===== src/stog_pkg.sv =====
// shared widths and register index codes for the spiral tile order generator
`default_nettype none

package stog_pkg;

    localparam int COORD_W    = 21;
    localparam int SIZE_W     = 12;
    localparam int ORIGIN_W   = 12;
    localparam int CFG_DATA_W = 12;
    localparam int CFG_ADDR_W = 3;

    localparam logic [CFG_ADDR_W-1:0] REG_TILE_SIZE = 3'd0;
    localparam logic [CFG_ADDR_W-1:0] REG_LAST_ROW  = 3'd1;
    localparam logic [CFG_ADDR_W-1:0] REG_LAST_COL  = 3'd2;
    localparam logic [CFG_ADDR_W-1:0] REG_ORIGIN_X  = 3'd3;
    localparam logic [CFG_ADDR_W-1:0] REG_ORIGIN_Y  = 3'd4;

    localparam logic [SIZE_W-1:0] TILE_SIZE_RESET = 12'd16;
    localparam int                LAST_ROW_RESET  = 14;
    localparam int                LAST_COL_RESET  = 19;

endpackage

`default_nettype wire


===== src/stog_rect.sv =====
// tile index to pixel span: index * tile size + origin, and the far edge
`default_nettype none

module stog_rect #(
    parameter int IDX_W = 8
) (
    input  wire logic [IDX_W-1:0]                idx,
    input  wire logic [stog_pkg::SIZE_W-1:0]     tile_size,
    input  wire logic [stog_pkg::ORIGIN_W-1:0]   origin,
    output logic      [stog_pkg::COORD_W-1:0]    lo,
    output logic      [stog_pkg::COORD_W-1:0]    hi
);

    localparam int PROD_W = IDX_W + stog_pkg::SIZE_W;

    logic [PROD_W-1:0] product;

    assign product = PROD_W'(idx) * PROD_W'(tile_size);

    // coordinates wrap modulo the output width
    assign lo = stog_pkg::COORD_W'(product) + stog_pkg::COORD_W'(origin);
    assign hi = lo + stog_pkg::COORD_W'(tile_size);

endmodule

`default_nettype wire


===== src/spiral_tile_order_generator.sv =====
// Spiral tile order generator: walks a grid of last_row+1 by last_col+1 tiles in
// counter-clockwise spiral order from the top-left tile, first heading down. Each
// input beat with restart high reloads the bounds from the registers and yields the
// first tile; each beat with restart low yields the next tile, or nothing once the
// tile flagged last_tile has gone out. One beat is taken every clock cycle while the
// output is not stalled: walk state, tile-to-pixel multiply-add and output
// register all update in the same cycle, and the output register lets a new beat in
// while its result is being taken. The user must see that registers are written only
// while no beat is in flight; the block itself does not enforce this.
`default_nettype none

module spiral_tile_order_generator #(
    parameter int TILE_INDEX_BITS = 8
) (
    input  wire logic                               clk,
    input  wire logic                               rst_n,

    input  wire logic                               cfg_wr_en,
    input  wire logic [stog_pkg::CFG_ADDR_W-1:0]    cfg_addr,
    input  wire logic [stog_pkg::CFG_DATA_W-1:0]    cfg_wdata,

    input  wire logic                               in_valid,
    output logic                                    in_ready,
    input  wire logic                               restart,

    output logic                                    out_valid,
    input  wire logic                               out_ready,
    output logic      [stog_pkg::COORD_W-1:0]       rect_left,
    output logic      [stog_pkg::COORD_W-1:0]       rect_top,
    output logic      [stog_pkg::COORD_W-1:0]       rect_right,
    output logic      [stog_pkg::COORD_W-1:0]       rect_bottom,
    output logic                                    last_tile
);

    // room for one step past either end of the grid
    localparam int POS_W = TILE_INDEX_BITS + 2;

    typedef enum logic [1:0] {
        HEAD_RIGHT = 2'd0,
        HEAD_UP    = 2'd1,
        HEAD_LEFT  = 2'd2,
        HEAD_DOWN  = 2'd3
    } heading_t;

    logic [stog_pkg::SIZE_W-1:0]   tile_size_reg;
    logic [TILE_INDEX_BITS-1:0]    last_row_reg;
    logic [TILE_INDEX_BITS-1:0]    last_col_reg;
    logic [stog_pkg::ORIGIN_W-1:0] origin_x_reg;
    logic [stog_pkg::ORIGIN_W-1:0] origin_y_reg;

    logic signed [POS_W-1:0] cur_row_reg, cur_col_reg;
    logic signed [POS_W-1:0] bound_top_reg, bound_bottom_reg;
    logic signed [POS_W-1:0] bound_left_reg, bound_right_reg;
    heading_t                heading_reg;
    logic                    active_reg;

    logic signed [POS_W-1:0] cur_row_next, cur_col_next;
    logic signed [POS_W-1:0] bound_top_next, bound_bottom_next;
    logic signed [POS_W-1:0] bound_left_next, bound_right_next;
    heading_t                heading_next;
    logic                    active_next;

    logic signed [POS_W-1:0] row_now, col_now;
    logic signed [POS_W-1:0] top_now, bottom_now, left_now, right_now;
    heading_t                heading_now;
    logic                    active_now;

    logic                    out_valid_reg;
    logic [stog_pkg::COORD_W-1:0] rect_left_reg, rect_top_reg;
    logic [stog_pkg::COORD_W-1:0] rect_right_reg, rect_bottom_reg;
    logic                    last_tile_reg;

    logic [stog_pkg::COORD_W-1:0] x_lo, x_hi, y_lo, y_hi;
    logic                    in_fire;
    logic                    emit;

    assign in_ready = !out_valid_reg || out_ready;
    assign in_fire  = in_valid && in_ready;

    // restart overrides the walk state for this beat
    always_comb
    begin
        if (restart)
        begin
            row_now     = '0;
            col_now     = '0;
            top_now     = '0;
            left_now    = '0;
            bottom_now  = $signed({2'b00, last_row_reg});
            right_now   = $signed({2'b00, last_col_reg});
            heading_now = HEAD_DOWN;
            active_now  = 1'b1;
        end
        else
        begin
            row_now     = cur_row_reg;
            col_now     = cur_col_reg;
            top_now     = bound_top_reg;
            left_now    = bound_left_reg;
            bottom_now  = bound_bottom_reg;
            right_now   = bound_right_reg;
            heading_now = heading_reg;
            active_now  = active_reg;
        end
    end

    // one step of the walk: turn and pull in the finished bound at an edge
    always_comb
    begin
        cur_row_next      = row_now;
        cur_col_next      = col_now;
        bound_top_next    = top_now;
        bound_bottom_next = bottom_now;
        bound_left_next   = left_now;
        bound_right_next  = right_now;
        heading_next      = heading_now;
        unique case (heading_now)
            HEAD_RIGHT:
            begin
                if (col_now == right_now)
                begin
                    bound_bottom_next = bottom_now - POS_W'(1);
                    heading_next      = HEAD_UP;
                    cur_row_next      = row_now - POS_W'(1);
                end
                else
                begin
                    cur_col_next = col_now + POS_W'(1);
                end
            end
            HEAD_UP:
            begin
                if (row_now == top_now)
                begin
                    bound_right_next = right_now - POS_W'(1);
                    heading_next     = HEAD_LEFT;
                    cur_col_next     = col_now - POS_W'(1);
                end
                else
                begin
                    cur_row_next = row_now - POS_W'(1);
                end
            end
            HEAD_LEFT:
            begin
                if (col_now == left_now)
                begin
                    bound_top_next = top_now + POS_W'(1);
                    heading_next   = HEAD_DOWN;
                    cur_row_next   = row_now + POS_W'(1);
                end
                else
                begin
                    cur_col_next = col_now - POS_W'(1);
                end
            end
            default:
            begin
                if (row_now == bottom_now)
                begin
                    bound_left_next = left_now + POS_W'(1);
                    heading_next    = HEAD_RIGHT;
                    cur_col_next    = col_now + POS_W'(1);
                end
                else
                begin
                    cur_row_next = row_now + POS_W'(1);
                end
            end
        endcase
        active_next = (bound_top_next <= bound_bottom_next) &&
                      (bound_left_next <= bound_right_next);
    end

    assign emit = in_fire && active_now;

    // while active the current tile is inside the grid, so the low bits are the index
    stog_rect #(
        .IDX_W (TILE_INDEX_BITS)
    ) u_rect_x (
        .idx       (col_now[TILE_INDEX_BITS-1:0]),
        .tile_size (tile_size_reg),
        .origin    (origin_x_reg),
        .lo        (x_lo),
        .hi        (x_hi)
    );

    stog_rect #(
        .IDX_W (TILE_INDEX_BITS)
    ) u_rect_y (
        .idx       (row_now[TILE_INDEX_BITS-1:0]),
        .tile_size (tile_size_reg),
        .origin    (origin_y_reg),
        .lo        (y_lo),
        .hi        (y_hi)
    );

    always_ff @(posedge clk or negedge rst_n)
    begin
        if (!rst_n)
        begin
            tile_size_reg <= stog_pkg::TILE_SIZE_RESET;
            last_row_reg  <= TILE_INDEX_BITS'(stog_pkg::LAST_ROW_RESET);
            last_col_reg  <= TILE_INDEX_BITS'(stog_pkg::LAST_COL_RESET);
            origin_x_reg  <= '0;
            origin_y_reg  <= '0;
        end
        else if (cfg_wr_en)
        begin
            unique case (cfg_addr)
                stog_pkg::REG_TILE_SIZE: tile_size_reg <= cfg_wdata;
                stog_pkg::REG_LAST_ROW:  last_row_reg  <= cfg_wdata[TILE_INDEX_BITS-1:0];
                stog_pkg::REG_LAST_COL:  last_col_reg  <= cfg_wdata[TILE_INDEX_BITS-1:0];
                stog_pkg::REG_ORIGIN_X:  origin_x_reg  <= cfg_wdata;
                stog_pkg::REG_ORIGIN_Y:  origin_y_reg  <= cfg_wdata;
                default: ;
            endcase
        end
    end

    always_ff @(posedge clk or negedge rst_n)
    begin
        if (!rst_n)
        begin
            cur_row_reg      <= '0;
            cur_col_reg      <= '0;
            bound_top_reg    <= '0;
            bound_bottom_reg <= '0;
            bound_left_reg   <= '0;
            bound_right_reg  <= '0;
            heading_reg      <= HEAD_DOWN;
            active_reg       <= 1'b0;
            out_valid_reg    <= 1'b0;
        end
        else
        begin
            if (emit)
            begin
                cur_row_reg      <= cur_row_next;
                cur_col_reg      <= cur_col_next;
                bound_top_reg    <= bound_top_next;
                bound_bottom_reg <= bound_bottom_next;
                bound_left_reg   <= bound_left_next;
                bound_right_reg  <= bound_right_next;
                heading_reg      <= heading_next;
                active_reg       <= active_next;
            end
            if (emit)
            begin
                out_valid_reg <= 1'b1;
            end
            else if (out_ready)
            begin
                out_valid_reg <= 1'b0;
            end
        end
    end

    always_ff @(posedge clk)
    begin
        if (emit)
        begin
            rect_left_reg   <= x_lo;
            rect_right_reg  <= x_hi;
            rect_top_reg    <= y_lo;
            rect_bottom_reg <= y_hi;
            last_tile_reg   <= !active_next;
        end
    end

    assign out_valid   = out_valid_reg;
    assign rect_left   = rect_left_reg;
    assign rect_top    = rect_top_reg;
    assign rect_right  = rect_right_reg;
    assign rect_bottom = rect_bottom_reg;
    assign last_tile   = last_tile_reg;

endmodule

`default_nettype wire


===== config.mk =====
export PLATFORM = sky130hd
export DESIGN_NAME = spiral_tile_order_generator
export DESIGN_NICKNAME = d
export VERILOG_FILES = /design/src/stog_pkg.sv /design/src/stog_rect.sv /design/src/spiral_tile_order_generator.sv
export SDC_FILE = /design/constraint.sdc
export NUM_CORES = 1
export LEC_CHECK = 0
export BUFFER_PORTS_ARGS = -buffer_cell sky130_fd_sc_hd__buf_4
export CORE_MARGIN = 3
export CORE_UTILIZATION = 28
export CTS_BUF_LIST = sky130_fd_sc_hd__clkbuf_8
export CTS_CLUSTER_DIAMETER = 60
export DETAILED_ROUTE_END_ITERATION = 6
export PLACE_DENSITY = 0.44
export REMOVE_ABC_BUFFERS = 1
export SLEW_MARGIN = 20
export SYNTH_ARGS = -nofsm -noshare
export SYNTH_HDL_FRONTEND = slang
export SYNTH_SLANG_ARGS = --single-unit
export TNS_END_PERCENT = 100

===== constraint.sdc =====
create_clock -name clk -period 16.3 [get_ports clk]
set_input_delay 1.63 -clock clk [delete_from_list [all_inputs] [get_ports clk]]
set_output_delay 1.63 -clock clk [all_outputs]
set_load 0.01 [all_outputs]

After elaboration in Yosys (flattened, before gate mapping) --
Index checks and enable logic that the tools add are counted.
Word-level totals: flip-flop bits (word level) 201, output and inout port bits 87, logic and storage cells 93
Cells by class: add/subtract/negate cells 12, multiply operators 2, order comparisons 2, equal/unequal tests 10, muxes and demuxes 33, reductions and logical operators 15
Operator list (number):
- 2-to-1 mux 10 bit | 22
- case mux 10 bit (3 select lines) | 2
- adder 20 x 12 -> 21 bit | 2
- adder 21 x 12 -> 21 bit | 2
- adder 10 x 2 -> 10 bit, second input constant | 4
- equality test 10 bit | 4
- multiplier 8 x 12 -> 20 bit | 2
- subtractor 10 x 2 -> 10 bit, second input constant | 4
- <= comparator 10 bit | 2
- 2-to-1 mux 2 bit | 5
- AND reduction 2 bit | 5
- equality test 3 x 2 -> 1 bit, second input constant | 2
- case mux 2 bit (3 select lines) | 1
- equality test 3 x 1 -> 1 bit, second input constant | 1
- equality test 3 bit, second input constant | 1
- logical AND 1 bit | 3
- zero test 3 bit | 1
- 2-to-1 mux 1 bit | 3
- OR reduction 3 bit | 1
- equality test 2 x 1 -> 1 bit, second input constant | 1
- equality test 2 bit, second input constant | 1
- zero test 1 bit | 2
- zero test 2 bit | 1
- nonzero test 2 bit | 1
- logical OR 1 bit | 1

Depth between registers and ports, before layout --
Gate-level depths: netlist of run 1.
depth after elaboration 7, mapped depth 30, mapped depth without buffers 25

By module --
Synthesis of run 1 repeated with hierarchy kept, for this count alone.
Unflattened totals: cells, all modules 2012, area total of the unflattened synthesis 19179.6 µm²
By module, submodules not included:
- spiral_tile_order_generator | times used 1, cells an instance 973, area an instance 10553.9 µm², seq. area each 5466.5 µm²
- stog_rect (u_rect_x) | times used 1, cells an instance 529, area an instance 4394.2 µm², seq. area each 0.0 µm²
- stog_rect (u_rect_y) | times used 1, cells an instance 510, area an instance 4231.6 µm², seq. area each 0.0 µm²

Worst setup path before layout of run 1 --
No wires, ideal clock.
kind input -> register, from input port restart, to register rect_right_reg, in the netlist rect_right[15] (data pin), data arrival time 7547 ps, required time 16031 ps, path slack 8484 ps, stages 28, cell sequence buf_6 buf_2 buf_2 buf_1 buf_1 nor2b_1 clkbuf_1 nand2_1 fa_1 inv_1 fa_1 inv_1 fa_1 fa_1 inv_1 ha_1 o21a_1 o31a_1 o21a_1 nor2_1 xnor2_1 ha_1 and3_1 a21oi_1 a31oi_1 o21ai_0 nor2_1 xor2_1
On the way: cells in the longest elaborated chain, start to end 4
RTL lines:
- from (decl) | line spiral_tile_order_generator.sv:24 | input wire logic restart,
- 2-to-1 mux 10 bit | line spiral_tile_order_generator.sv:83 | if (restart)
- multiplier 8 x 12 -> 20 bit | line stog_rect.sv:18 | assign product = PROD_W'(idx) * PROD_W'(tile_size);
- adder 20 x 12 -> 21 bit | line stog_rect.sv:21 | assign lo = stog_pkg::COORD_W'(product) + stog_pkg::COORD_W'(origin);
- net u_rect_x.lo (one bit) | line stog_rect.sv:10 | output logic [stog_pkg::COORD_W-1:0] lo,
- adder 21 x 12 -> 21 bit | line stog_rect.sv:22 | assign hi = lo + stog_pkg::COORD_W'(tile_size);
- net u_rect_x.hi (one bit) | line stog_rect.sv:11 | output logic [stog_pkg::COORD_W-1:0] hi
- to (signal assigned) | line spiral_tile_order_generator.sv:264 | rect_right_reg <= x_hi;
- to (decl) | line spiral_tile_order_generator.sv:70 | logic [stog_pkg::COORD_W-1:0] rect_right_reg, rect_bottom_reg;
The timed path passes the listed nets, and every way through them passes these cells. A chain may end at the register's enable or synchronous reset.

Worst setup path in the final report of run 1 --
from input port restart, to register rect_right_reg, in the netlist rect_right[16] (data pin)
Same word-level chain as after synthesis.

==> results of run 1 <==
## power groups by stage
stage          clock network (mW)  registers, mW  logic [mW]
2_1_floorplan                   0           1.04        2.23
3_3_place_gp                    0           1.07        3.01
3_5_place_dp                    0           1.07        3.04
4_1_cts                     0.632           1.06        3.06
5_1_grt                     0.657           1.08        3.45
6_report                    0.602           1.06        3.02
## per-stage QoR
step	utilization, %	hold slack, ns	power, mW	setup WS (ns)	std cells
after floorplan	-	0.445	3.27	8.95	1922
after global placement	30.9	0.472	4.07	8.00	2910
after detailed placement	30.9	0.480	4.11	7.86	2910
after CTS	32.3	0.498	4.75	8.56	2989
after global routing	32.3	0.530	5.19	8.04	2990
final	32.3	0.494	4.68	8.38	2992
## how the worst max path moves through the flow
| stage | start | to | cells after the start |
|---|---|---|---|
| floorplan | restart | cur_row_reg[0] | 6 |
| global placement | restart | rect_right[16] | 20 |
| detailed placement | restart | rect_right[16] | 20 |
| CTS | restart | rect_right[16] | 20 |
| global route | restart | rect_right[16] | 25 |
| finish | restart | rect_right[16] | 20 |
## logic make-up after synthesis
family,share of synthesized area [%]
compound gates,11.6
xor+xnor,5.86
fa+ha+maj,24.8
buf+inv,7.37
flops,29.0
mux,4.29
simple gates,17.0
## layout make-up
cell class	instances	area, um2
diodes	3	7.51
clock buffers	51	702
clock inverters	28	226
fillers	6840	44800
inverters	264	995
multi-input cells	1457	12000
flip-flops and latches	201	5470
well taps	864	1080
repair buffers	124	943
## critical path: stages
cell      delay, ns
buf_4          0.23
buf_12         0.26
nor2b_1        0.89
nand2_1        0.16
fa_1           0.52
inv_1          0.05
fa_1           0.48
fa_1           0.55
inv_1          0.06
fa_1           0.53
inv_1          0.04
ha_1           0.38
a211o_1        0.36
o32ai_1        0.46
xnor2_1        0.16
ha_1           0.34
a21oi_1        0.09
a211oi_1       0.58
nand4_1        0.19
xnor2_1        0.17
## synth_stat cells (all sizes together) (4+ instances only)
cell	n	area share, %
a211o	4	0.19
a211oi	12	0.62
a21o	21	0.84
a21oi	90	2.4
a22oi	7	0.28
a31oi	8	0.33
and2	87	2.9
and3	38	1.3
buf	28	0.72
clkbuf	69	1.4
dfrtp	107	14
dfstp	9	1.3
edfxtp	85	14
fa	146	16
ha	140	9.3
inv	262	5.2
mux2	50	3.0
mux2i	24	1.3
nand2	215	4.3
nand2b	15	0.50
nand3	33	0.94
nand4	16	0.56
nor2	113	2.4
nor2b	33	1.1
nor3	38	1.1
nor3b	8	0.32
nor4	15	0.61
o211ai	6	0.24
o21a	23	0.92
o21ai	94	2.5
o21bai	4	0.16
o22ai	9	0.30
o31a	4	0.19
o31ai	7	0.31
or2	9	0.31
or3	4	0.13
xnor2	75	3.5
xor2	51	2.4
## cells in the final DEF, fill, tap and decap left out, types with 13 or more instances in the layout
cell / count
clkbuf_8: 51
a21o_1: 21
and3_1: 38
mux2_2: 50
ha_1: 140
a21oi_1: 90
o21ai_0: 86
mux2i_1: 23
nand4_1: 15
xnor2_1: 75
nand2_1: 215
edfxtp_1: 85
nand2b_1: 14
nor4_1: 13
fa_1: 146
dfrtp_1: 107
nor2b_1: 29
and2_1: 87
o21a_1: 23
inv_1: 277
buf_4: 123
nor3_1: 34
nand3_1: 32
nor2_1: 108
xor2_1: 51
## routing by layer
| metal | part of all wire, % | GRT usage [%] |
|---|---|---|
| met5 | 0 | 0 |
| met4 | 2.9 | 4.71 |
| met3 | 4.8 | 2.73 |
| met2 | 45 | 23.6 |
| met1 | 47 | 20.5 |
==> impl_metrics.ini, run 1 <==
[worst_hold_path]
min_path_type = reg -> reg
worstHoldPathCells = 2
min_from = active_reg
whs_endpoint = active_reg

[synthesis]
synthFlopType = dfrtp_1
synth_area_per_cell_um2 = 9.32
synth_warnings = 0
ys_types = 92
synth_cells = 2019
ys_ff_latch = 201
ys_async_sr_fraction_pct = 57.7
yosysSeqAreaShare_pct = 29.0
synth.cell_area_um2 = 18800
synth_edf_count = 85

[status]
outcome = complete, no violations

[routing]
firstDrtPassIters = 6
drt-initial-drc-count = 699
wl_um = 51900
detail-route-antenna-nets = 0
avgViaCountPerCell = 4.81
drc_errors = 0
vias = 14386
wl_per_cell_um = 17.3

[floorplan]
die_y_um = 265
io_pins = 108
die_area_um2 = 70400
fp-row-count = 94
die_w_um = 265
start_util_pct = 28.4
fp.coreArea_um2 = 66200

[power]
switchingPower_mw = 2.19
swShare_pct = 46.9
pwr-share-comb_pct = 64.6
p_clk_share_pct = 12.9
peakVddDrop_mv = 0.129
internal-power_mw = 2.49
seqPwrFrac_pct = 22.6
p_per_area_nw_per_um2 = 219
p_leak_nw = 9.98

[setup_path]
critPathKind = in -> reg
reg2regPathDepth = 19
worst_ep_arrival_time_ns = 8.26
endpoint_kind = register
reg2reg_slack_ns = 9.46
startpoint_type = input port
path_max_fanout = 94
r2r-end = rect_right[16]
worstReg2RegStart = cur_col_reg[0]
cp.required_ns = 16.64

[cells_and_area]
syn_to_final_growth_pct = 13.7
postLayoutCellArea_um2 = 21400
final_nets = 2398
drive_gt1_share_pct = 13.5

[timing]
finalHoldViolCount = 0
final_max_slew_viol_count = 0
worstMarginPinSlew_ns = 1.09
clock-skew-final_ns = 0.0233
min_period_over_period_pct = 48.6
finalSetupViolCount = 0
min_period_ns = 7.92
maxSlewHeadroom_pct = 27.3
fmax_mhz = 126
fin_setup_tns_ns = 0
rsz0062_at_grt = false

[global_routing]
grt_pass1_vias = 14825
grt_pass1_wl_um = 83000
antenna_found_initial = 6
grt_max_degree = 95
overflow = 0
grt_usage_pct = 14.8

[clock_tree]
clk_path_buf_depth = 3
postCtsSetupBuffers = 0
cts_resized = 0
cts_tree = built
clk_pin_slew_ns = 0.05
cts-root-buf = clkbuf_8
hold_buffers = 0
cts.sinks = 201
cts_buffers = 43
clock_latency_ns = 0.62
htree_levels = 2

[job]
maxCapViolations = 0

[place]
place_congestion = 0.815
placed_cell_area_um2 = 20500
port_buffers = 107
dpl.hpwl_um = 37800
Note: power is estimated with default switching activity, not from simulation.
==> run 2, diff against run 1 <==
--- a/config.mk
+++ b/config.mk
@@ -5,13 +5,14 @@
 export SDC_FILE = /design/constraint.sdc
 export NUM_CORES = 1
 export LEC_CHECK = 0
+export ABC_AREA = 1
 export BUFFER_PORTS_ARGS = -buffer_cell sky130_fd_sc_hd__buf_4
 export CORE_MARGIN = 3
 export CORE_UTILIZATION = 28
 export CTS_BUF_LIST = sky130_fd_sc_hd__clkbuf_8
 export CTS_CLUSTER_DIAMETER = 60
 export DETAILED_ROUTE_END_ITERATION = 6
-export PLACE_DENSITY = 0.44
+export PLACE_DENSITY = 0.45
 export REMOVE_ABC_BUFFERS = 1
 export SLEW_MARGIN = 20
 export SYNTH_ARGS = -nofsm -noshare
==> constraint.sdc (replaced) <==
create_clock -name clk -period 7.05 [get_ports clk]
set_input_delay 0.705 -clock clk [delete_from_list [all_inputs] [get_ports clk]]
set_output_delay 0.705 -clock clk [all_outputs]
set_load 0.01 [all_outputs]
==> run 2 against run 1 <==
- cell count is 36% higher
- clock skew is 0.0017 ns lower
- synthesized cell count is 47% higher
- setup slack worse by 7.3 ns
- highest routed layer unchanged
- critical path type is now reg -> reg
==> impl_metrics.ini, run 2 <==
[timing]
rsz0062_at_grt = false
fin_setup_tns_ns = 0
min_period_over_period_pct = 85.3
finalSetupViolCount = 0
maxSlewHeadroom_pct = 35.5
hold_ws_ns = 0.383
finalHoldViolCount = 0
fmax_mhz = 166
setup_ws_ns = 1.04
final_max_slew_viol_count = 0
worstMarginPinSlew_ns = 0.967
clock-skew-final_ns = 0.0216
min_period_ns = 6.01

[synthesis]
netlist_top_cells_count = nand2_1 (916), inv_1 (514), nor2_1 (313)
yosys.area.top_type_share_pct = 16.4
ys_ff_latch = 201
yosysSeqAreaShare_pct = 26.1
synth_warnings = 0
synth_cells = 2964
synth_area_per_cell_um2 = 7.07
synthFlopType = dfrtp_1
synth.cell_area_um2 = 20900
ys_async_sr_fraction_pct = 57.7
yosys-top-cells-area = nand2_1 (16%), fa_1 (14%), dfrtp_1 (13%), edfxtp_1 (12%), inv_1 (9.2%)
synth_edf_count = 85
yosysMostFrequentCell = nand2_1
synth_top_cell_by_area = nand2_1
ys_types = 41

[place]
port_buffers = 107
place_congestion = 0.863
placed_cells = 4002
placed_cell_area_um2 = 23000
dpl.hpwl_um = 53100
pre_cts_ws_ns = 0.395

[routing]
detail-route-antenna-nets = 0
wl_um = 69100
avgViaCountPerCell = 4.56
wl_per_cell_um = 16.9
firstDrtPassIters = 5
drt-initial-drc-count = 1194
drc_errors = 0
vias = 18608

[worst_hold_path]
min_from = out_ready
whs_endpoint = out_valid
min_path_type = in -> reg
worstHoldPathCells = 4

[cells_and_area]
multi_input_comb_area_um2 = 13000
seq_area_um2 = 5470
post-route-util_pct = 32.3
final_nets = 3394
mostFrequentLayoutCells = nand2_1 (916), inv_1 (531), nor2_1 (313)
num-fill-cells = 8106
postLayoutCellArea_um2 = 23800
syn_to_final_growth_pct = 13.4
final_common_cell = nand2_1
layoutNonFillerInstCount = 4079
drive_gt1_share_pct = 8.69

[setup_path]
startpoint_type = register
r2r-end = rect_bottom[20]
reg2regPathDepth = 28
reg2reg_slack_ns = 1.04
critPathKind = reg -> reg
worstReg2RegStart = cur_row_reg[0]
path_max_fanout = 12
critPathMaxStageDelay_ns = 0.56
critPathSlowestCell = fa_1
worst_ep_arrival_time_ns = 6.37
crit_path_frequent_cell = nand2_1
cp.required_ns = 7.41
endpoint_kind = register

[power]
finalPower_mw = 11.7
peakVddDrop_mv = 0.244
p_per_area_nw_per_um2 = 493
p_leak_nw = 12.6

[clock_tree]
clk_pin_slew_ns = 0.05
cts_tree = built
htree_levels = 2
cts_buffers = 41
clk_path_buf_depth = 3
postCtsSetupBuffers = 0
cts.sinks = 201
clock_latency_ns = 0.62
cts-root-buf = clkbuf_8

[floorplan]
io_pins = 108
fp-row-count = 99
fp.coreArea_um2 = 73600
die_area_um2 = 78100
die_y_um = 280
start_util_pct = 28.5
die_w_um = 280

[global_routing]
grt_max_degree = 77
grt_pass1_vias = 18392
antenna_found_initial = 2
grt_usage_pct = 17.8
grt_pass1_wl_um = 108000
overflow = 0

[status]
outcome = complete, no violations

[job]
maxCapViolations = 0
[run 2: changes by cell type in the layout (fill, tap and decap cells not counted), moves of 63 or more]
cell | previous run | this run
nor2_1 | 108 | 313
nand3_1 | 32 | 214
xnor2_1 | 75 | 12
inv_1 | 277 | 531
nand2_1 | 215 | 916
and2_1 | 87 | 8
[run 2: layout make-up]
class | count | area share, %
multi-input combinational | 2145 | 54.9
sequential | 201 | 23.0
inverter | 526 | 8.33
timing repair buffer | 172 | 5.45
tap | 959 | 5.05
clock buffer | 49 | 2.84
clock inverter | 24 | 0.427
antenna | 3 | 0.0316
[run 2: critical path, delay by kind of cell (launching register included)]
family | cells | cell delay [ns]
fa+ha+maj | 6 | 2.74
simple gates | 15 | 1.75
buf+inv | 5 | 0.54
flops | 1 | 0.42
xor+xnor | 1 | 0.16
compound gates | 1 | 0.13
[run 2: worst max path at each step]
stage              startpoint         endpoint  slack, ns
3_3_place_gp          restart  rect_bottom[20]       0.45
6_report       cur_row_reg[0]  rect_bottom[20]       1.04
5_1_grt        cur_row_reg[0]  rect_bottom[20]       0.44
3_5_place_dp          restart  rect_bottom[20]       0.39
2_1_floorplan         restart  rect_bottom[20]       0.28
4_1_cts        cur_row_reg[0]  rect_bottom[20]       1.02
[run 2: logic make-up (layout without fill, tap and decap cells)]
family	Yosys count	after routing	share of synthesized area (%)
AOI/OAI and AO/OA	234	234	6.03
other	0	3	0
DFF	201	201	26.1
adders and majority gates	286	286	22.3
buffers and inverters	618	771	11.7
and+or+nand+nor	1533	1533	30.0
xor gates and xnor gates	92	92	3.85
[run 2: repair_timing]
item                                   in CTS  in global routing
endpoints found under the hold margin      21                  0
hold buffers                                1                  0
resized for setup                           0                  0
[run 2: per-layer routing]
layer	up-vias	routed length, um	track usage (%)
li1	9378	-	-
met1	8652	33300	25.1
met2	487	30200	28.5
met3	91	3760	2.71
met4	0	1830	4.96
met5	-	0	0
[run 2: power breakdown]
group	total (mW)	switching [mW]	internal, mW
combinational	8.24	5.32	2.92
clock	1.19	0.568	0.625
sequential	2.27	0.234	2.04
total	11.7	6.12	5.59
==> run 3, diff against run 2 <==
--- a/config.mk
+++ b/config.mk
@@ -12,7 +12,7 @@
 export CTS_BUF_LIST = sky130_fd_sc_hd__clkbuf_8
 export CTS_CLUSTER_DIAMETER = 60
 export DETAILED_ROUTE_END_ITERATION = 6
-export PLACE_DENSITY = 0.45
+export PLACE_DENSITY = 0.44
 export REMOVE_ABC_BUFFERS = 1
 export SLEW_MARGIN = 20
 export SYNTH_ARGS = -nofsm -noshare
==> constraint.sdc (replaced) <==
create_clock -name clk -period 5.6 [get_ports clk]
set_input_delay 0.56 -clock clk [delete_from_list [all_inputs] [get_ports clk]]
set_output_delay 0.56 -clock clk [all_outputs]
set_load 0.01 [all_outputs]
==> run 3 against run 2 <==
- flip-flop and latch count unchanged
- setup slack lost 0.77 ns
- critical path depth is 3 lower
- sequential share of layout area fell by 2.3 points
- utilization up 3.7 points
- clock power increased by 33%
- via count up 4.5%
- sequential power increased by 24%
- wire length up 1.9%
- worst hold slack got worse by 0.13 ns
==> impl_metrics.ini, run 3 (same netlist as run 2, synthesis figures left out) <==
[status]
outcome = complete, no violations

[global_routing]
grt_max_degree = 69
grt_pass1_wl_um = 110000
overflow = 0
grt_pass1_vias = 19258
grt_usage_pct = 18.1
antenna_found_initial = 2

[timing]
maxSlewHeadroom_pct = 26.6
fmax_mhz = 188
worstMarginPinSlew_ns = 1.10
final_max_slew_viol_count = 0
min_period_ns = 5.33
setup_ws_ns = 0.269
finalHoldViolCount = 0
fin_setup_tns_ns = 0
finalSetupViolCount = 0
min_period_over_period_pct = 95.2
rsz0062_at_grt = true
clock-skew-final_ns = 0.0171

[job]
maxCapViolations = 0

[place]
port_buffers = 107
dpl.hpwl_um = 55300
place_congestion = 0.850
placed_cells = 4238
pre_cts_ws_ns = -0.617

[cells_and_area]
mostFrequentLayoutCells = nand2_1 (882), inv_1 (511), buf_4 (411)
final_nets = 3652
syn_to_final_growth_pct = 26.3
final_common_cell = nand2_1
drive_gt1_share_pct = 19.4
layoutNonFillerInstCount = 4334

[routing]
firstDrtPassIters = 6
wl_um = 70400
detail-route-antenna-nets = 0
drc_errors = 0
wl_per_cell_um = 16.2
avgViaCountPerCell = 4.49
drt-initial-drc-count = 1267
vias = 19439

[floorplan]
fp.coreArea_um2 = 73600
die_area_um2 = 78100
die_w_um = 280
io_pins = 108
fp-row-count = 99
start_util_pct = 28.5
die_y_um = 280

[clock_tree]
cts_tree = built
htree_levels = 2
cts.sinks = 201
clk_path_buf_depth = 3
cts-root-buf = clkbuf_8
cts_buffers = 43
clock_latency_ns = 0.62
clk_pin_slew_ns = 0.06

[setup_path]
cp.required_ns = 5.96
path_max_fanout = 4
worst_ep_arrival_time_ns = 5.69
endpoint_kind = register
startpoint_type = register
critPathKind = reg -> reg

[power]
peakVddDrop_mv = 0.438
p_leak_nw = 13.9
p_per_area_nw_per_um2 = 753

[worst_hold_path]
min_path_type = in -> reg
[run 3: cell types whose count changed in the layout (fill, tap and decap cells not counted), moves of 11 or more]
cell,delta
ha_4,+17
buf_4,+240
inv_1,-20
ha_1,-18
inv_2,+11
nand2_2,+32
nor2_2,+19
nand2_1,-34
nor2_1,-25
[run 3: per-layer routing]
metal | routed length (um) | GRT usage (%) | share of wire (%) | vias up
li1 | - | - | - | 9912
met1 | 33100 | 24.9 | 47 | 9001
met2 | 32100 | 29.9 | 46 | 447
met3 | 3760 | 2.93 | 5.3 | 79
met4 | 1410 | 4.14 | 2.0 | 0
met5 | 0 | 0 | 0 | -
[run 3: where the power goes]
group | leakage [nW] | switching [mW] | total [mW] | internal [mW]
sequential | 2.24 | 0.250 | 2.82 | 2.57
combinational | 11.2 | 8.17 | 15.5 | 7.35
clock | 0.464 | 0.727 | 1.58 | 0.850
total | 13.9 | 9.15 | 19.9 | 10.8
[run 3: final cells by class]
type / count / area (um2)
fillers: 8001 / 47100
multi-input cells: 2145 / 13600
flip-flops and latches: 201 / 5470
repair buffers: 428 / 3360
inverters: 526 / 1990
well taps: 959 / 1200
clock buffers: 50 / 688
clock inverters: 24 / 128
diodes: 1 / 2.50
[run 3: timing repair]
action / 4_1_cts / 5_1_grt
hold buffers: 1 / 0
pin swaps: 0 / 64
hold endpoints to repair: 35 / 0
setup endpoints to repair: 11 / 21
gates resized for setup: 9 / 141
buffers inserted: 1 / 20
[run 3: final timing paths]
check / from / slack [ns] / cells past startpoint / to
setup / recovery: tile_size_reg[2] / 0.27 / 25 / rect_bottom[13]
hold / removal: out_ready / 0.25 / 4 / out_valid
setup reg to reg: tile_size_reg[2] / 0.27 / 25 / rect_bottom[13]
hold reg to reg: bound_left_reg[9] / 0.47 / 2 / bound_left_reg[9]
max in group asynchronous: rst_n / 3.91 / 3 / tile_size_reg[8]
min in group asynchronous: rst_n / 0.54 / 2 / cur_col_reg[7]
[run 3: worst max-delay path, stage by stage (launching register included)]
cell and delay, ns:
dfrtp_2 0.45, clkinvlp_4 0.21, buf_12 0.18, nor2_4 0.07, fa_1 0.44, fa_1 0.49
fa_1 0.51, inv_2 0.04, fa_1 0.51, inv_2 0.05, ha_4 0.26, nand2_2 0.08
inv_1 0.05, a21oi_2 0.13, nand2_2 0.08, xor2_2 0.18, ha_1 0.32, buf_4 0.16
nand2_1 0.06, inv_1 0.05, a21oi_1 0.18, nand3_2 0.11, nand3_1 0.11, nand2_2 0.09
buf_4 0.14, xor2_1 0.13
[run 3: metrics by stage]
| step | utilization [%] | hold slack, ns | power (mW) | cell area, um2 |
|---|---|---|---|---|
| global route | 36.0 | 0.255 | 22.1 | 26500 |
| finish | 36.0 | 0.248 | 19.9 | 26500 |
| global placement | 33.8 | 0.458 | 16.7 | 24800 |
| floorplan | - | 0.264 | 10.3 | 20500 |
| CTS | 34.9 | 0.190 | 18.5 | 25700 |
| detailed placement | 33.8 | 0.465 | 16.7 | 24800 |
